<file path="src/platform_interrupt_controller_core_defines.svh">
// ---------------------------------------------------------------------------
// Assertion macros for the platform interrupt controller
// Checks compile away when SYNTH is defined.
// ---------------------------------------------------------------------------
`ifndef PLATFORM_INTERRUPT_CONTROLLER_CORE_DEFINES_SVH
`define PLATFORM_INTERRUPT_CONTROLLER_CORE_DEFINES_SVH

`ifndef SYNTH
// Check a condition at every clock edge outside reset.
`define PIC_ASSERT(label, clk, rstn, prop) \
    label: assert property (@(posedge clk) disable iff (!rstn) (prop)) \
        else $error("pic assertion failed");
// Check that a condition in one cycle implies another in the next cycle.
`define PIC_ASSERT_NEXT(label, clk, rstn, ante, cons) \
    label: assert property (@(posedge clk) disable iff (!rstn) (ante) |=> (cons)) \
        else $error("pic assertion failed");
`else
`define PIC_ASSERT(label, clk, rstn, prop)
`define PIC_ASSERT_NEXT(label, clk, rstn, ante, cons)
`endif

`endif

</file>
<file path="src/pic_pkg.sv">
// ---------------------------------------------------------------------------
// pic_pkg
// Sizes, register map and decode types of the platform interrupt controller.
// ---------------------------------------------------------------------------
package pic_pkg;

    localparam int NUM_SOURCES  = 32;
    localparam int NUM_CONTEXTS = 2;

    localparam int SRC_W  = $clog2(NUM_SOURCES);
    localparam int CTX_W  = (NUM_CONTEXTS > 1) ? $clog2(NUM_CONTEXTS) : 1;
    localparam int CTXC_W = $clog2(NUM_CONTEXTS + 1);

    localparam int OFF_W   = 22;
    localparam int BYTES_W = 4;
    localparam int DATA_W  = 32;

    localparam int S_TDATA_W = 96;
    localparam int M_TDATA_W = 72;

    // Request kinds carried on tuser
    localparam logic [1:0] OP_READ  = 2'd0;
    localparam logic [1:0] OP_WRITE = 2'd1;
    localparam logic [1:0] OP_TICK  = 2'd2;

    localparam logic [BYTES_W-1:0] ACC_BYTES = 4'd4;

    // Register map
    localparam logic [OFF_W-1:0] PRIO_BASE   = 22'h000000;
    localparam logic [OFF_W-1:0] PRIO_SIZE   = 22'h001000;
    localparam logic [OFF_W-1:0] PEND_BASE   = 22'h001000;
    localparam logic [OFF_W-1:0] PEND_SIZE   = 22'h000080;
    localparam logic [OFF_W-1:0] ENAB_BASE   = 22'h002000;
    localparam logic [OFF_W-1:0] ENAB_SIZE   = 22'h1f0000;
    localparam logic [OFF_W-1:0] CTX_BASE    = 22'h200000;
    localparam logic [OFF_W-1:0] CTX_SIZE    = 22'h100000;
    localparam int               ENAB_STRIDE = 'h80;
    localparam int               CTX_STRIDE  = 'h1000;

    localparam int PRIO_AW = $clog2(int'(PRIO_SIZE));
    localparam int PEND_AW = $clog2(int'(PEND_SIZE));
    localparam int ENAB_SH = $clog2(ENAB_STRIDE);
    localparam int CTX_SH  = $clog2(CTX_STRIDE);

    localparam logic [CTX_SH-1:0] THR_OFS   = CTX_SH'(0);
    localparam logic [CTX_SH-1:0] CLAIM_OFS = CTX_SH'(4);

    localparam logic [DATA_W-1:0] SRC_MASK =
        DATA_W'((64'd1 << NUM_SOURCES) - 64'd1);

    // Decoded register access
    typedef struct packed {
        logic             aligned;
        logic             prio_hit;
        logic             src_ok;
        logic [SRC_W-1:0] src;
        logic             pend_hit;
        logic             pend_w0;
        logic             enab_hit;
        logic             enab_ok;
        logic             ctx_hit;
        logic             ctx_ok;
        logic [CTX_W-1:0] ctx;
        logic             thr_sel;
        logic             claim_sel;
    } pic_dec_t;

endpackage

</file>
<file path="src/pic_decode.sv">
// ---------------------------------------------------------------------------
// pic_decode
// Splits a byte offset into register region, source or context index and
// word select.
// ---------------------------------------------------------------------------
module pic_decode (
    input  logic [pic_pkg::OFF_W-1:0]   offset,
    input  logic [pic_pkg::BYTES_W-1:0] access_bytes,
    output pic_pkg::pic_dec_t           dec
);

    logic [pic_pkg::OFF_W-1:0]     rel_prio;
    logic [pic_pkg::OFF_W-1:0]     rel_pend;
    logic [pic_pkg::OFF_W-1:0]     rel_enab;
    logic [pic_pkg::OFF_W-1:0]     rel_ctx;
    logic [pic_pkg::OFF_W-1:0]     enab_ctx;
    logic [pic_pkg::OFF_W-1:0]     ctx_idx;
    logic [pic_pkg::PRIO_AW-3:0]   src_word;

    always_comb begin
        rel_prio = offset - pic_pkg::PRIO_BASE;
        rel_pend = offset - pic_pkg::PEND_BASE;
        rel_enab = offset - pic_pkg::ENAB_BASE;
        rel_ctx  = offset - pic_pkg::CTX_BASE;
        enab_ctx = rel_enab >> pic_pkg::ENAB_SH;
        ctx_idx  = rel_ctx >> pic_pkg::CTX_SH;
        src_word = rel_prio[pic_pkg::PRIO_AW-1:2];

        dec.aligned  = (access_bytes == pic_pkg::ACC_BYTES) && (offset[1:0] == 2'b00);

        dec.prio_hit = (offset >= pic_pkg::PRIO_BASE) && (rel_prio < pic_pkg::PRIO_SIZE);
        dec.src_ok   = src_word < (pic_pkg::PRIO_AW-2)'(pic_pkg::NUM_SOURCES);
        dec.src      = src_word[pic_pkg::SRC_W-1:0];

        dec.pend_hit = (offset >= pic_pkg::PEND_BASE) && (rel_pend < pic_pkg::PEND_SIZE);
        dec.pend_w0  = rel_pend[pic_pkg::PEND_AW-1:2] == '0;

        dec.enab_hit = (offset >= pic_pkg::ENAB_BASE) && (rel_enab < pic_pkg::ENAB_SIZE);
        dec.enab_ok  = (enab_ctx < pic_pkg::OFF_W'(pic_pkg::NUM_CONTEXTS))
                    && (rel_enab[pic_pkg::ENAB_SH-1:2] == '0);

        dec.ctx_hit  = (offset >= pic_pkg::CTX_BASE) && (rel_ctx < pic_pkg::CTX_SIZE);
        dec.ctx_ok   = ctx_idx < pic_pkg::OFF_W'(pic_pkg::NUM_CONTEXTS);
        dec.thr_sel  = rel_ctx[pic_pkg::CTX_SH-1:0] == pic_pkg::THR_OFS;
        dec.claim_sel = rel_ctx[pic_pkg::CTX_SH-1:0] == pic_pkg::CLAIM_OFS;

        // One context index serves both regions that carry one
        dec.ctx = dec.enab_hit ? enab_ctx[pic_pkg::CTX_W-1:0] : ctx_idx[pic_pkg::CTX_W-1:0];
    end

endmodule

</file>
<file path="src/platform_interrupt_controller_core.sv">
// ---------------------------------------------------------------------------
// platform_interrupt_controller_core
// Interrupt controller with per-source priority, pending and claimed state
// and per-context enable, threshold and claim registers.
// ---------------------------------------------------------------------------
//
//  channel | dir | ports                     | contents
//  --------+-----+---------------------------+----------------------------------
//  s_      | in  | tvalid tready tdata tuser | request: read, write or tick
//  m_      | out | tvalid tready tdata       | response: read data, ok, clears,
//          |     |                           |           context interrupt lines
//
//  Sequence: a read or write runs through EXEC and RESP (a priority read
//  also through PRIO_RD, for the memory port). A tick visits CTX for each
//  context, with SCAN and COMMIT for each context that holds no claim,
//  and then RESP: the priority memory has one read port, and the scan
//  streams sources 1 to NUM_SOURCES-1 through it with one compare each
//  cycle. A context that already holds a claim is skipped without a scan.
//  Reset: synchronous, active low; clears all priorities (through per-entry
//  valid bits), pending, claimed, enables, thresholds and claims.
//  Stalls: a new request is taken as soon as the previous one has been
//  processed, while its response may still wait in the output register.
//
`include "platform_interrupt_controller_core_defines.svh"

module platform_interrupt_controller_core (
    input  logic                            aclk,
    input  logic                            aresetn,
    input  logic                            s_tvalid,
    output logic                            s_tready,
    // [21:0] offset, [25:22] access_bytes, [57:26] write_data,
    // [89:58] source_lines, [95:90] zero
    input  logic [pic_pkg::S_TDATA_W-1:0]   s_tdata,
    // [1:0] op
    input  logic [1:0]                      s_tuser,
    output logic                            m_tvalid,
    input  logic                            m_tready,
    // [31:0] read_data, [32] access_ok, [64:33] source_clear,
    // [66:65] context_irq, [71:67] zero
    output logic [pic_pkg::M_TDATA_W-1:0]   m_tdata
);

    localparam int NS     = pic_pkg::NUM_SOURCES;
    localparam int NC     = pic_pkg::NUM_CONTEXTS;
    localparam int SRC_W  = pic_pkg::SRC_W;
    localparam int CTX_W  = pic_pkg::CTX_W;
    localparam int CTXC_W = pic_pkg::CTXC_W;
    localparam int DW     = pic_pkg::DATA_W;

    localparam logic [SRC_W-1:0] LAST_SRC = SRC_W'(NS - 1);

    typedef enum logic [6:0] {
        ST_IDLE    = 7'b0000001,
        ST_EXEC    = 7'b0000010,
        ST_PRIO_RD = 7'b0000100,
        ST_CTX     = 7'b0001000,
        ST_SCAN    = 7'b0010000,
        ST_COMMIT  = 7'b0100000,
        ST_RESP    = 7'b1000000
    } state_t;

    state_t state_reg, state_next;

    // Latched request (payload)
    logic [1:0]                    req_op_reg;
    logic [pic_pkg::OFF_W-1:0]     req_off_reg;
    logic [pic_pkg::BYTES_W-1:0]   req_bytes_reg;
    logic [DW-1:0]                 req_wdata_reg;
    logic [NS-1:0]                 req_lines_reg;

    // Controller state held in flops
    logic [NS-1:0]     pend_reg,     pend_next;
    logic [NS-1:0]     claimed_reg,  claimed_next;
    logic [NS-1:0]     prio_vld_reg, prio_vld_next;
    logic [DW-1:0]     enable_reg [NC];
    logic [DW-1:0]     enable_next [NC];
    logic [DW-1:0]     thr_reg [NC];
    logic [DW-1:0]     thr_next [NC];
    logic [SRC_W-1:0]  claim_reg [NC];
    logic [SRC_W-1:0]  claim_next [NC];

    // Scan sequencer
    logic [CTXC_W-1:0] ctx_reg,       ctx_next;
    logic [SRC_W-1:0]  iss_reg,       iss_next;
    logic              iss_done_reg,  iss_done_next;
    logic              cmp_vld_reg,   cmp_vld_next;
    logic [SRC_W-1:0]  cmp_idx_reg,   cmp_idx_next;
    logic [SRC_W-1:0]  best_idx_reg,  best_idx_next;
    logic [DW-1:0]     best_prio_reg, best_prio_next;

    // Response under construction
    logic [DW-1:0]     rd_reg,  rd_next;
    logic              ok_reg,  ok_next;
    logic [NS-1:0]     clr_reg, clr_next;

    // Output register
    logic                          m_tvalid_reg, m_tvalid_next;
    logic [pic_pkg::M_TDATA_W-1:0] m_tdata_reg,  m_tdata_next;

    // Priority memory, one port each way, registered read
    logic [DW-1:0]     prio_mem [NS];
    logic [DW-1:0]     prio_rd_reg;
    logic              prio_rd_vld_reg;
    logic              mem_re;
    logic              mem_we;
    logic [SRC_W-1:0]  mem_raddr;
    logic [SRC_W-1:0]  mem_waddr;
    logic [DW-1:0]     mem_wdata;

    pic_pkg::pic_dec_t dec;

    logic [CTX_W-1:0]  cidx;
    logic [DW-1:0]     cand_prio;
    logic              cand_win;
    logic [NC-1:0]     irq;
    logic              claim_ok;

    pic_decode u_decode (
        .offset       (req_off_reg),
        .access_bytes (req_bytes_reg),
        .dec          (dec)
    );

    assign s_tready = (state_reg == ST_IDLE);
    assign m_tvalid = m_tvalid_reg;
    assign m_tdata  = m_tdata_reg;

    assign cidx = ctx_reg[CTX_W-1:0];

    // An unwritten priority entry reads as zero
    assign cand_prio = prio_rd_vld_reg ? prio_rd_reg : '0;
    assign cand_win  = pend_reg[cmp_idx_reg] && !claimed_reg[cmp_idx_reg]
                    && enable_reg[cidx][cmp_idx_reg] && (cand_prio > best_prio_reg);

    always_comb begin
        irq      = '0;
        claim_ok = 1'b1;
        for (int c = 0; c < NC; c++) begin
            irq[c] = claim_reg[c] != '0;
            if (claim_reg[c] != '0 && !claimed_reg[claim_reg[c]]) begin
                claim_ok = 1'b0;
            end
        end
    end

    always_comb begin
        state_next     = state_reg;
        pend_next      = pend_reg;
        claimed_next   = claimed_reg;
        prio_vld_next  = prio_vld_reg;
        enable_next    = enable_reg;
        thr_next       = thr_reg;
        claim_next     = claim_reg;
        ctx_next       = ctx_reg;
        iss_next       = iss_reg;
        iss_done_next  = iss_done_reg;
        cmp_vld_next   = 1'b0;
        cmp_idx_next   = cmp_idx_reg;
        best_idx_next  = best_idx_reg;
        best_prio_next = best_prio_reg;
        rd_next        = rd_reg;
        ok_next        = ok_reg;
        clr_next       = clr_reg;
        m_tvalid_next  = m_tvalid_reg && !m_tready;
        m_tdata_next   = m_tdata_reg;
        mem_re         = 1'b0;
        mem_we         = 1'b0;
        mem_raddr      = iss_reg;
        mem_waddr      = dec.src;
        mem_wdata      = req_wdata_reg;

        unique case (state_reg)
            ST_IDLE: begin
                if (s_tvalid) begin
                    rd_next    = '0;
                    ok_next    = 1'b0;
                    clr_next   = '0;
                    state_next = ST_EXEC;
                end
            end

            ST_EXEC: begin
                state_next = ST_RESP;
                case (req_op_reg)
                    pic_pkg::OP_READ: begin
                        if (dec.aligned) begin
                            if (dec.prio_hit) begin
                                ok_next = 1'b1;
                                if (dec.src_ok) begin
                                    // Fetch from memory, finish next cycle
                                    mem_re     = 1'b1;
                                    mem_raddr  = dec.src;
                                    state_next = ST_PRIO_RD;
                                end
                            end else if (dec.pend_hit) begin
                                ok_next = 1'b1;
                                if (dec.pend_w0) begin
                                    rd_next = DW'(pend_reg);
                                end
                            end else if (dec.enab_hit) begin
                                ok_next = 1'b1;
                                if (dec.enab_ok) begin
                                    rd_next = enable_reg[dec.ctx];
                                end
                            end else if (dec.ctx_hit) begin
                                ok_next = 1'b1;
                                if (dec.ctx_ok && dec.thr_sel) begin
                                    rd_next = thr_reg[dec.ctx];
                                end else if (dec.ctx_ok && dec.claim_sel) begin
                                    rd_next = DW'(claim_reg[dec.ctx]);
                                end
                            end
                        end
                    end
                    pic_pkg::OP_WRITE: begin
                        if (dec.aligned) begin
                            if (dec.prio_hit) begin
                                ok_next = 1'b1;
                                if (dec.src_ok) begin
                                    mem_we                 = 1'b1;
                                    prio_vld_next[dec.src] = 1'b1;
                                end
                            end else if (dec.enab_hit) begin
                                ok_next = 1'b1;
                                if (dec.enab_ok) begin
                                    enable_next[dec.ctx] =
                                        req_wdata_reg & pic_pkg::SRC_MASK & ~DW'(1);
                                end
                            end else if (dec.ctx_hit && dec.ctx_ok) begin
                                if (dec.thr_sel) begin
                                    ok_next            = 1'b1;
                                    thr_next[dec.ctx]  = req_wdata_reg;
                                end else if (dec.claim_sel) begin
                                    ok_next = 1'b1;
                                    // Complete only the ID this context holds
                                    if (req_wdata_reg == DW'(claim_reg[dec.ctx])
                                            && req_wdata_reg < DW'(NS)) begin
                                        claimed_next[req_wdata_reg[SRC_W-1:0]] = 1'b0;
                                        claim_next[dec.ctx] = '0;
                                    end
                                end
                            end
                        end
                    end
                    pic_pkg::OP_TICK: begin
                        ok_next    = 1'b1;
                        pend_next  = pend_reg | (req_lines_reg & ~NS'(1));
                        ctx_next   = '0;
                        state_next = ST_CTX;
                    end
                    default: begin
                        // Undefined request kind: no state change
                    end
                endcase
            end

            ST_PRIO_RD: begin
                rd_next    = cand_prio;
                state_next = ST_RESP;
            end

            ST_CTX: begin
                if (ctx_reg == CTXC_W'(NC)) begin
                    state_next = ST_RESP;
                end else if (claim_reg[cidx] != '0) begin
                    ctx_next = ctx_reg + CTXC_W'(1);
                end else begin
                    iss_next       = SRC_W'(1);
                    iss_done_next  = 1'b0;
                    best_idx_next  = '0;
                    best_prio_next = thr_reg[cidx];
                    state_next     = ST_SCAN;
                end
            end

            ST_SCAN: begin
                // Issue one source a cycle, compare the one read last cycle
                if (!iss_done_reg) begin
                    mem_re       = 1'b1;
                    mem_raddr    = iss_reg;
                    cmp_vld_next = 1'b1;
                    cmp_idx_next = iss_reg;
                    if (iss_reg == LAST_SRC) begin
                        iss_done_next = 1'b1;
                    end else begin
                        iss_next = iss_reg + SRC_W'(1);
                    end
                end
                if (cmp_vld_reg) begin
                    if (cand_win) begin
                        best_idx_next  = cmp_idx_reg;
                        best_prio_next = cand_prio;
                    end
                    if (cmp_idx_reg == LAST_SRC) begin
                        state_next = ST_COMMIT;
                    end
                end
            end

            ST_COMMIT: begin
                if (best_idx_reg != '0) begin
                    pend_next[best_idx_reg]    = 1'b0;
                    claimed_next[best_idx_reg] = 1'b1;
                    claim_next[cidx]           = best_idx_reg;
                    clr_next[best_idx_reg]     = 1'b1;
                end
                ctx_next   = ctx_reg + CTXC_W'(1);
                state_next = ST_CTX;
            end

            ST_RESP: begin
                // Hold until the output register is free
                if (!m_tvalid_reg || m_tready) begin
                    m_tvalid_next = 1'b1;
                    m_tdata_next  = pic_pkg::M_TDATA_W'({2'(irq), DW'(clr_reg), ok_reg, rd_reg});
                    state_next    = ST_IDLE;
                end
            end

            default: begin
                state_next = ST_IDLE;
            end
        endcase
    end

    // Priority memory; a write comes only from a write request and a read only
    // from a read request or a scan, so no access to the same entry can overlap
    always_ff @(posedge aclk) begin
        if (mem_we) begin
            prio_mem[mem_waddr] <= mem_wdata;
        end
        if (mem_re) begin
            prio_rd_reg     <= prio_mem[mem_raddr];
            prio_rd_vld_reg <= prio_vld_reg[mem_raddr];
        end
    end

    // Request capture
    always_ff @(posedge aclk) begin
        if (s_tvalid && s_tready) begin
            req_op_reg    <= s_tuser;
            req_off_reg   <= s_tdata[21:0];
            req_bytes_reg <= s_tdata[25:22];
            req_wdata_reg <= s_tdata[57:26];
            req_lines_reg <= s_tdata[58 +: NS];
        end
    end

    // Payload of the sequencer and response
    always_ff @(posedge aclk) begin
        iss_next_hold: begin
            iss_reg       <= iss_next;
            cmp_idx_reg   <= cmp_idx_next;
            best_idx_reg  <= best_idx_next;
            best_prio_reg <= best_prio_next;
            rd_reg        <= rd_next;
            ok_reg        <= ok_next;
            clr_reg       <= clr_next;
            m_tdata_reg   <= m_tdata_next;
        end
    end

    // Control and architectural state
    always_ff @(posedge aclk) begin
        if (!aresetn) begin
            state_reg    <= ST_IDLE;
            pend_reg     <= '0;
            claimed_reg  <= '0;
            prio_vld_reg <= '0;
            enable_reg   <= '{default: '0};
            thr_reg      <= '{default: '0};
            claim_reg    <= '{default: '0};
            ctx_reg      <= '0;
            iss_done_reg <= 1'b1;
            cmp_vld_reg  <= 1'b0;
            m_tvalid_reg <= 1'b0;
        end else begin
            state_reg    <= state_next;
            pend_reg     <= pend_next;
            claimed_reg  <= claimed_next;
            prio_vld_reg <= prio_vld_next;
            enable_reg   <= enable_next;
            thr_reg      <= thr_next;
            claim_reg    <= claim_next;
            ctx_reg      <= ctx_next;
            iss_done_reg <= iss_done_next;
            cmp_vld_reg  <= cmp_vld_next;
            m_tvalid_reg <= m_tvalid_next;
        end
    end

    // Every live claim keeps its source marked as claimed
    `PIC_ASSERT(a_claim_held, aclk, aresetn, claim_ok)
    // The memory port never reads and writes in the same cycle
    `PIC_ASSERT(a_mem_one_access, aclk, aresetn, !(mem_we && mem_re))
    // A tick claims at most one source per context
    `PIC_ASSERT(a_clear_bound, aclk, aresetn, $countones(clr_reg) <= NC)
    // The last compare of a scan always leads to the commit step
    `PIC_ASSERT_NEXT(a_scan_commit, aclk, aresetn, state_reg == ST_SCAN && cmp_vld_reg && cmp_idx_reg == LAST_SRC, state_reg == ST_COMMIT)

endmodule

</file>
<file path="config.mk">
export PLATFORM = sky130hd
export DESIGN_NAME = platform_interrupt_controller_core
export DESIGN_NICKNAME = d
export VERILOG_FILES = /design/src/pic_pkg.sv /design/src/pic_decode.sv /design/src/platform_interrupt_controller_core.sv
export VERILOG_INCLUDE_DIRS = /design/src /design/src/src
export SDC_FILE = /design/constraint.sdc
export NUM_CORES = 2
export LEC_CHECK = 0
export ABC_AREA = 1
export CORE_ASPECT_RATIO = 0.7
export CORE_MARGIN = 3
export CORE_UTILIZATION = 40
export CTS_CLUSTER_DIAMETER = 60
export CTS_CLUSTER_SIZE = 30
export DETAILED_ROUTE_END_ITERATION = 16
export DONT_BUFFER_PORTS = 1
export GPL_ROUTABILITY_DRIVEN = 1
export HOLD_SLACK_MARGIN = 0.1
export SYNTH_ARGS = -nofsm -noshare
export SYNTH_HDL_FRONTEND = slang
export SYNTH_SLANG_ARGS = --single-unit
</file>
<file path="constraint.sdc">
create_clock -name aclk -period 6.6 [get_ports aclk]
set_clock_uncertainty 0.1 [all_clocks]
set_input_delay 0.33 -clock aclk [delete_from_list [all_inputs] [get_ports aclk]]
set_output_delay 0.33 -clock aclk [all_outputs]
set_load 0.01 [all_outputs]
</file>
# Word-level counts from Yosys, hierarchy flattened
# Memories as Yosys holds them, arrays and structs flattened. A register that Yosys moved wholly into a read port is not among the register bits.
# Cells that the tools add are included.
# word_totals
register_bits,518
ramBits,1024
input_bits,102
out_inout_bits,74
word_cells,322
memories,1
# memory_table
memory,depth,width,rd,rd_clocked_by_memory_dff,wr,line,rtl
prio_mem,32,32,1,1,1,platform_interrupt_controller_core.sv:101,logic [DW-1:0] prio_mem [NS];
# classes
addsub,5
magnitude_cmp,25
eq_ne,47
n_mux,146
bitwise,15
reduce_logical,55
# ops
op,n
two-way mux 32 bit,41
one-hot mux 32 bit (2 select lines),4
bitwise mux 64 bit,2
OR 32 bit,4
two-way mux 5 bit,21
one-hot mux 32 bit (3 select lines),1
two-way mux 10 bit,9
AND 32 bit,2
NOT 32 bit,2
two-way mux 7 bit,9
one-hot mux 7 bit (7 select lines),1
"< comparator 22 x 21 -> 1 bit, second input constant",2
"inequality test 2 bit, second input constant",19
two-way mux 1 bit,35
demux 32 bit (select 1 bit),1
equality test 32 x 5 -> 1 bit,1
> comparator 32 bit,1
"< comparator 32 x 6 -> 1 bit, second input constant",1
"< comparator 5 x 6 -> 1 bit, second input constant",5
"greater-or-equal comparator 22 x 1 -> 1 bit, second input constant",1
"greater-or-equal comparator 22 x 13 -> 1 bit, second input constant",1
"greater-or-equal comparator 22 x 14 -> 1 bit, second input constant",1
"greater-or-equal comparator 22 bit, second input constant",1
"< comparator 22 x 13 -> 1 bit, second input constant",1
63 further kinds,127

# Longest topological paths before layout
# depth
depth_word,20
ltp_mapped,21
mapped_depth_nobuf,20

# By module
# From an unflattened synthesis, not the netlist that was laid out.
# unflattened
cells_unflattened,7362
hier_area_um2,70162.3
# modules_own_cells
module,n_inst,cells_per_inst,area_each_um2,seq_area_each_um2
platform_interrupt_controller_core,1,7238,69541.7,44712.9
pic_decode,1,124,620.6,0.0

# Worst setup path before layout
# OpenSTA, ideal clock, no wires.
# synth_timing
path_kind,flip-flop to flip-flop
start,reg state_reg[2]
end,"reg req_wdata_reg[0], in the netlist mem_wdata[0] (enable)"
setup_time_ns,0.542
t_arrival_ns,5.106
required_ns,5.958
path_slack_ns,0.852
path_stages_with_launch,6
n_path_buf,0
period_less_slack_ns,5.748
path_cell_list,dfxtp_1 -> nor2_1 -> inv_1 -> nor4_1 -> inv_1 -> nor2_1
# synth_via
elab_chain_cells,2
# synth_rtl
element,line,rtl
start: declaration,platform_interrupt_controller_core.sv:62,"state_t state_reg, state_next;"
start signal: assignment,platform_interrupt_controller_core.sv:378,state_reg <= state_next;
equality test 7 x 1 -> 1 bit,platform_interrupt_controller_core.sv:124,assign s_tready = (state_reg == ST_IDLE);
named net s_tready,platform_interrupt_controller_core.sv:30,"output logic s_tready,"
logical AND 1 bit,platform_interrupt_controller_core.sv:340,if (s_tvalid && s_tready) begin
end signal: assignment,platform_interrupt_controller_core.sv:344,req_wdata_reg <= s_tdata[57:26];
end: declaration,platform_interrupt_controller_core.sv:68,logic [DW-1:0] req_wdata_reg;
# The timed path passes the listed nets, and every way through them passes these cells.
# A chain may end at the register's enable or synchronous reset.

# Final worst setup path
# layout_timing
start,reg req_off_reg[15] (netlist name)
end,"reg prio_rd_vld_reg, data pin"
# layout_via
elab_chain_cells,8
word_cells_on_any_way,9
cone_classes,order compare: 2; mux: 6; reduce/logical: 1
# layout_rtl
element,line,rtl
start: declaration,platform_interrupt_controller_core.sv:66,logic [pic_pkg::OFF_W-1:0] req_off_reg;
start signal: assignment,platform_interrupt_controller_core.sv:342,req_off_reg <= s_tdata[21:0];
greater-or-equal comparator 22 x 1 -> 1 bit / < comparator 22 x 13 -> 1 bit (equally long branches),pic_decode.sv:31,dec.prio_hit = (offset >= pic_pkg::PRIO_BASE) && (rel_prio < pic_pkg::PRIO_SIZE);
logical AND 1 bit (*),pic_decode.sv:31,
two-way mux 5 bit (*),platform_interrupt_controller_core.sv:187,if (dec.prio_hit) begin
two-way mux 5 bit (*),platform_interrupt_controller_core.sv:186,if (dec.aligned) begin
two-way mux 5 bit (*),platform_interrupt_controller_core.sv:184,case (req_op_reg)
two-way mux 5 bit (*),n/a,
binary-select mux 1 bit (select 5 bit) (*),platform_interrupt_controller_core.sv:334,prio_rd_vld_reg <= prio_vld_reg[mem_raddr];
two-way mux 1 bit (implied by the code) (*),platform_interrupt_controller_core.sv:334,
end signal: assignment,platform_interrupt_controller_core.sv:334,
end: declaration,platform_interrupt_controller_core.sv:103,logic prio_rd_vld_reg;
# Mark *: on every way between the ends. The rest lies on a longest branch, timed or not. The select of a mux whose other input is x is not followed.

==> results.toml <==
[final_layout]
fin_area_um2 = 72200
final_util = 0.446
syn2layout_area_growth_pct = 9.79
finish.net_count = 5790
largest_reg_flops = 1024
drive_above_1_share = 0.0989

[worst_setup_path]
rr_startpoint = "req_off_reg[15]"
regToRegSetupSlack_ps = 1980
timing.rr.end = "prio_rd_vld_reg"
arrival_ps = 5090
endpoint_kind = "flop"
crit_type = "reg -> reg"
startpoint_type = "flop"
required_ps = 7080
r2r.worst_path.cells = 17
crit_path_max_fanout = 108

[synth]
synthArstFlopShare = 0
syn_area_um2 = 65800
synth.ff_latch_count = 1570
synth.most_common_cell = "edfxtp_1"
syn_inst = 5704
ys_top_cells_by_count = "edfxtp_1, nand2_1, o21ai_0"
synth-seq-area-share = 0.680
ys_warn_count = 0
ys_types = 60
synthFlopType = "edfxtp_1"
synth_top_area_cell = "edfxtp_1"
synth_top_area_frac = 0.606
postSynthAreaPerCell_um2 = 11.5
ys_top_cells_by_area = "edfxtp_1, dfxtp_1, o211ai_1"
synth-edff-count = 1327

[drt]
finalWirelength_mm = 203
dr.first_iter.drc_count = 6841
dr.pass1.iters = 7
wl_per_cell_um = 25.8
ant_nets = 0
drc_errors = 0
num_vias = 46000
viasPerCell = 5.82

[global_route]
grt_usage = 0.231
overflow = 0
grt_pass1_wl_mm = 293
antenna_found_initial = 7
grt_pass1_vias = 42100
grt_max_degree = 146

[floorplan]
core_um2 = 162000
fp-row-count = 123
die_h_um = 345
fp.dieW_um = 491
die_area_um2 = 169000
start_util = 0.406
io_pins = 176

[hold_path]
min_to = "req_lines_reg[19]"
hold-path-cell-count = 1
holdCritPathClass = "in -> reg"
holdCritStartpoint = "s_tdata[77]"

[timing]
final_hold_viol_count = 0
worst_slew_pin_slew_ps = 1280
fmax_ghz = 0.217
setup_tns_ps = 0
fin_crit_sh = 0.699
slew_viol_final = 0
setup_viol = 0
rsz0062_at_grt = "false"
timing.slew.headroom = 0.142
finalCriticalPeriod_ps = 4620
hold_ws_ps = 129

[clock_network]
cts_made_buffers = 78
ctsHtreeMaxLevel = 3
post-cts-setup-buffer-count = 0
hold_buffers = 106
clock_path_buffers = 3
clk_pin_slew_worst_paths_ps = 120
cts_tree = "built"
clk_latency_ps = 720
clock-root-buffer = "clkbuf_16"
cts_resized = 0
cts_num_sinks = 1570

[power_and_ir_drop]
power_density_nw_per_um2 = 261
p_leak_nw = 24.0
vdd_drop_max_mv = 0.309
p_total_mw = 18.9

[job]
max-cap-violations = 0

[placement]
hpwl_mm = 121
post_dp_cell_area_um2 = 68400
place.gp.congestion = 0.885
portBuffers = 0

[run_status]
status = "completed"
## worst max-delay path by stage
stage | start | slack, ps | to | cells after the start
after floorplan | state_reg[2] | 850 | mem_wdata[0] | 5
after global placement | req_off_reg[20] | 2050 | prio_rd_reg[3] | 18
after detailed placement | req_off_reg[15] | 2060 | prio_rd_reg[3] | 18
after CTS | req_off_reg[15] | 2000 | prio_rd_reg[3] | 18
after global routing | req_off_reg[15] | 1590 | prio_rd_reg[3] | 18
final | req_off_reg[15] | 1980 | prio_rd_vld_reg | 17
## final cells by class
cell class                      instances  area (um2)
Fill cell                           14700       89800
Sequential cell                      1570       44700
Multi-Input combinational cell       3420       18500
Tap cell                             2187        2740
Timing Repair Buffer                  236        2230
Clock buffer                           93        2090
Inverter                              341        1310
Clock inverter                         44         677
Antenna cell                            1        2.50
## metal layers
metal / global-route usage / up-vias / routed length (um)
met4: 0.0385 / 0 / 3240
met2: 0.316 / 2424 / 82300
met3: 0.0553 / 216 / 24800
met1: 0.372 / 22900 / 92900
li1: - / 20500 / -
met5: 0 / - / 0
## critical path, cell delays in order, from the launching register on
cell and delay (ps):
edfxtp_1 520, inv_2 80, nand2_1 70, nor2_1 110
nand2_1 90, nor2_2 130, inv_2 80, nor3_4 190
nand2_2 280, nand2_1 250, nand2_8 380, inv_8 650
buf_4 380, o211ai_1 120, nand3_1 150, nand3_1 360
nand3_1 280, o21a_1 140
## report_power, final
part | total (mW) | internal, mW | switching [mW]
clock network | 6.11 | 2.61 | 3.50
logic | 1.41 | 0.283 | 1.13
registers | 11.3 | 11.2 | 0.141
## logic make-up (layout without fill, tap and decap cells)
family,after synthesis,count (layout),synth area share
and+or+nand+nor,1846,1846,0.123
muxes,3,3,0.000457
other,1,6,0.0000570
adders and majority gates,41,41,0.00780
buffers and inverters,718,714,0.0452
DFF,1570,1570,0.680
AOI/OAI and AO/OA,1523,1523,0.144
xor gates and xnor gates,2,2,0.000266
## placed cells by master, fill, tap and decap left out, drive strengths merged, types with 15 or more instances in the layout
cell / instances
dlygate4sd3: 106
dfxtp: 243
clkinv: 23
a21oi: 261
o211ai: 450
ha: 41
nand4: 25
buf: 130
o21ai: 587
nor3: 29
edfxtp: 1327
a211oi: 96
nor4: 15
inv: 353
o2111ai: 33
nand3: 264
o21a: 34
nor2: 510
nand2: 780
clkbuf: 93
or2: 214
## stage by stage
stage / setup WS (ps) / instances
floorplan: 852 / 5708
global placement: 2050 / 7647
detailed placement: 2060 / 7647
CTS: 2000 / 7890
global route: 1590 / 7891
finish: 1980 / 7892
(Power assumes the default switching activity.)
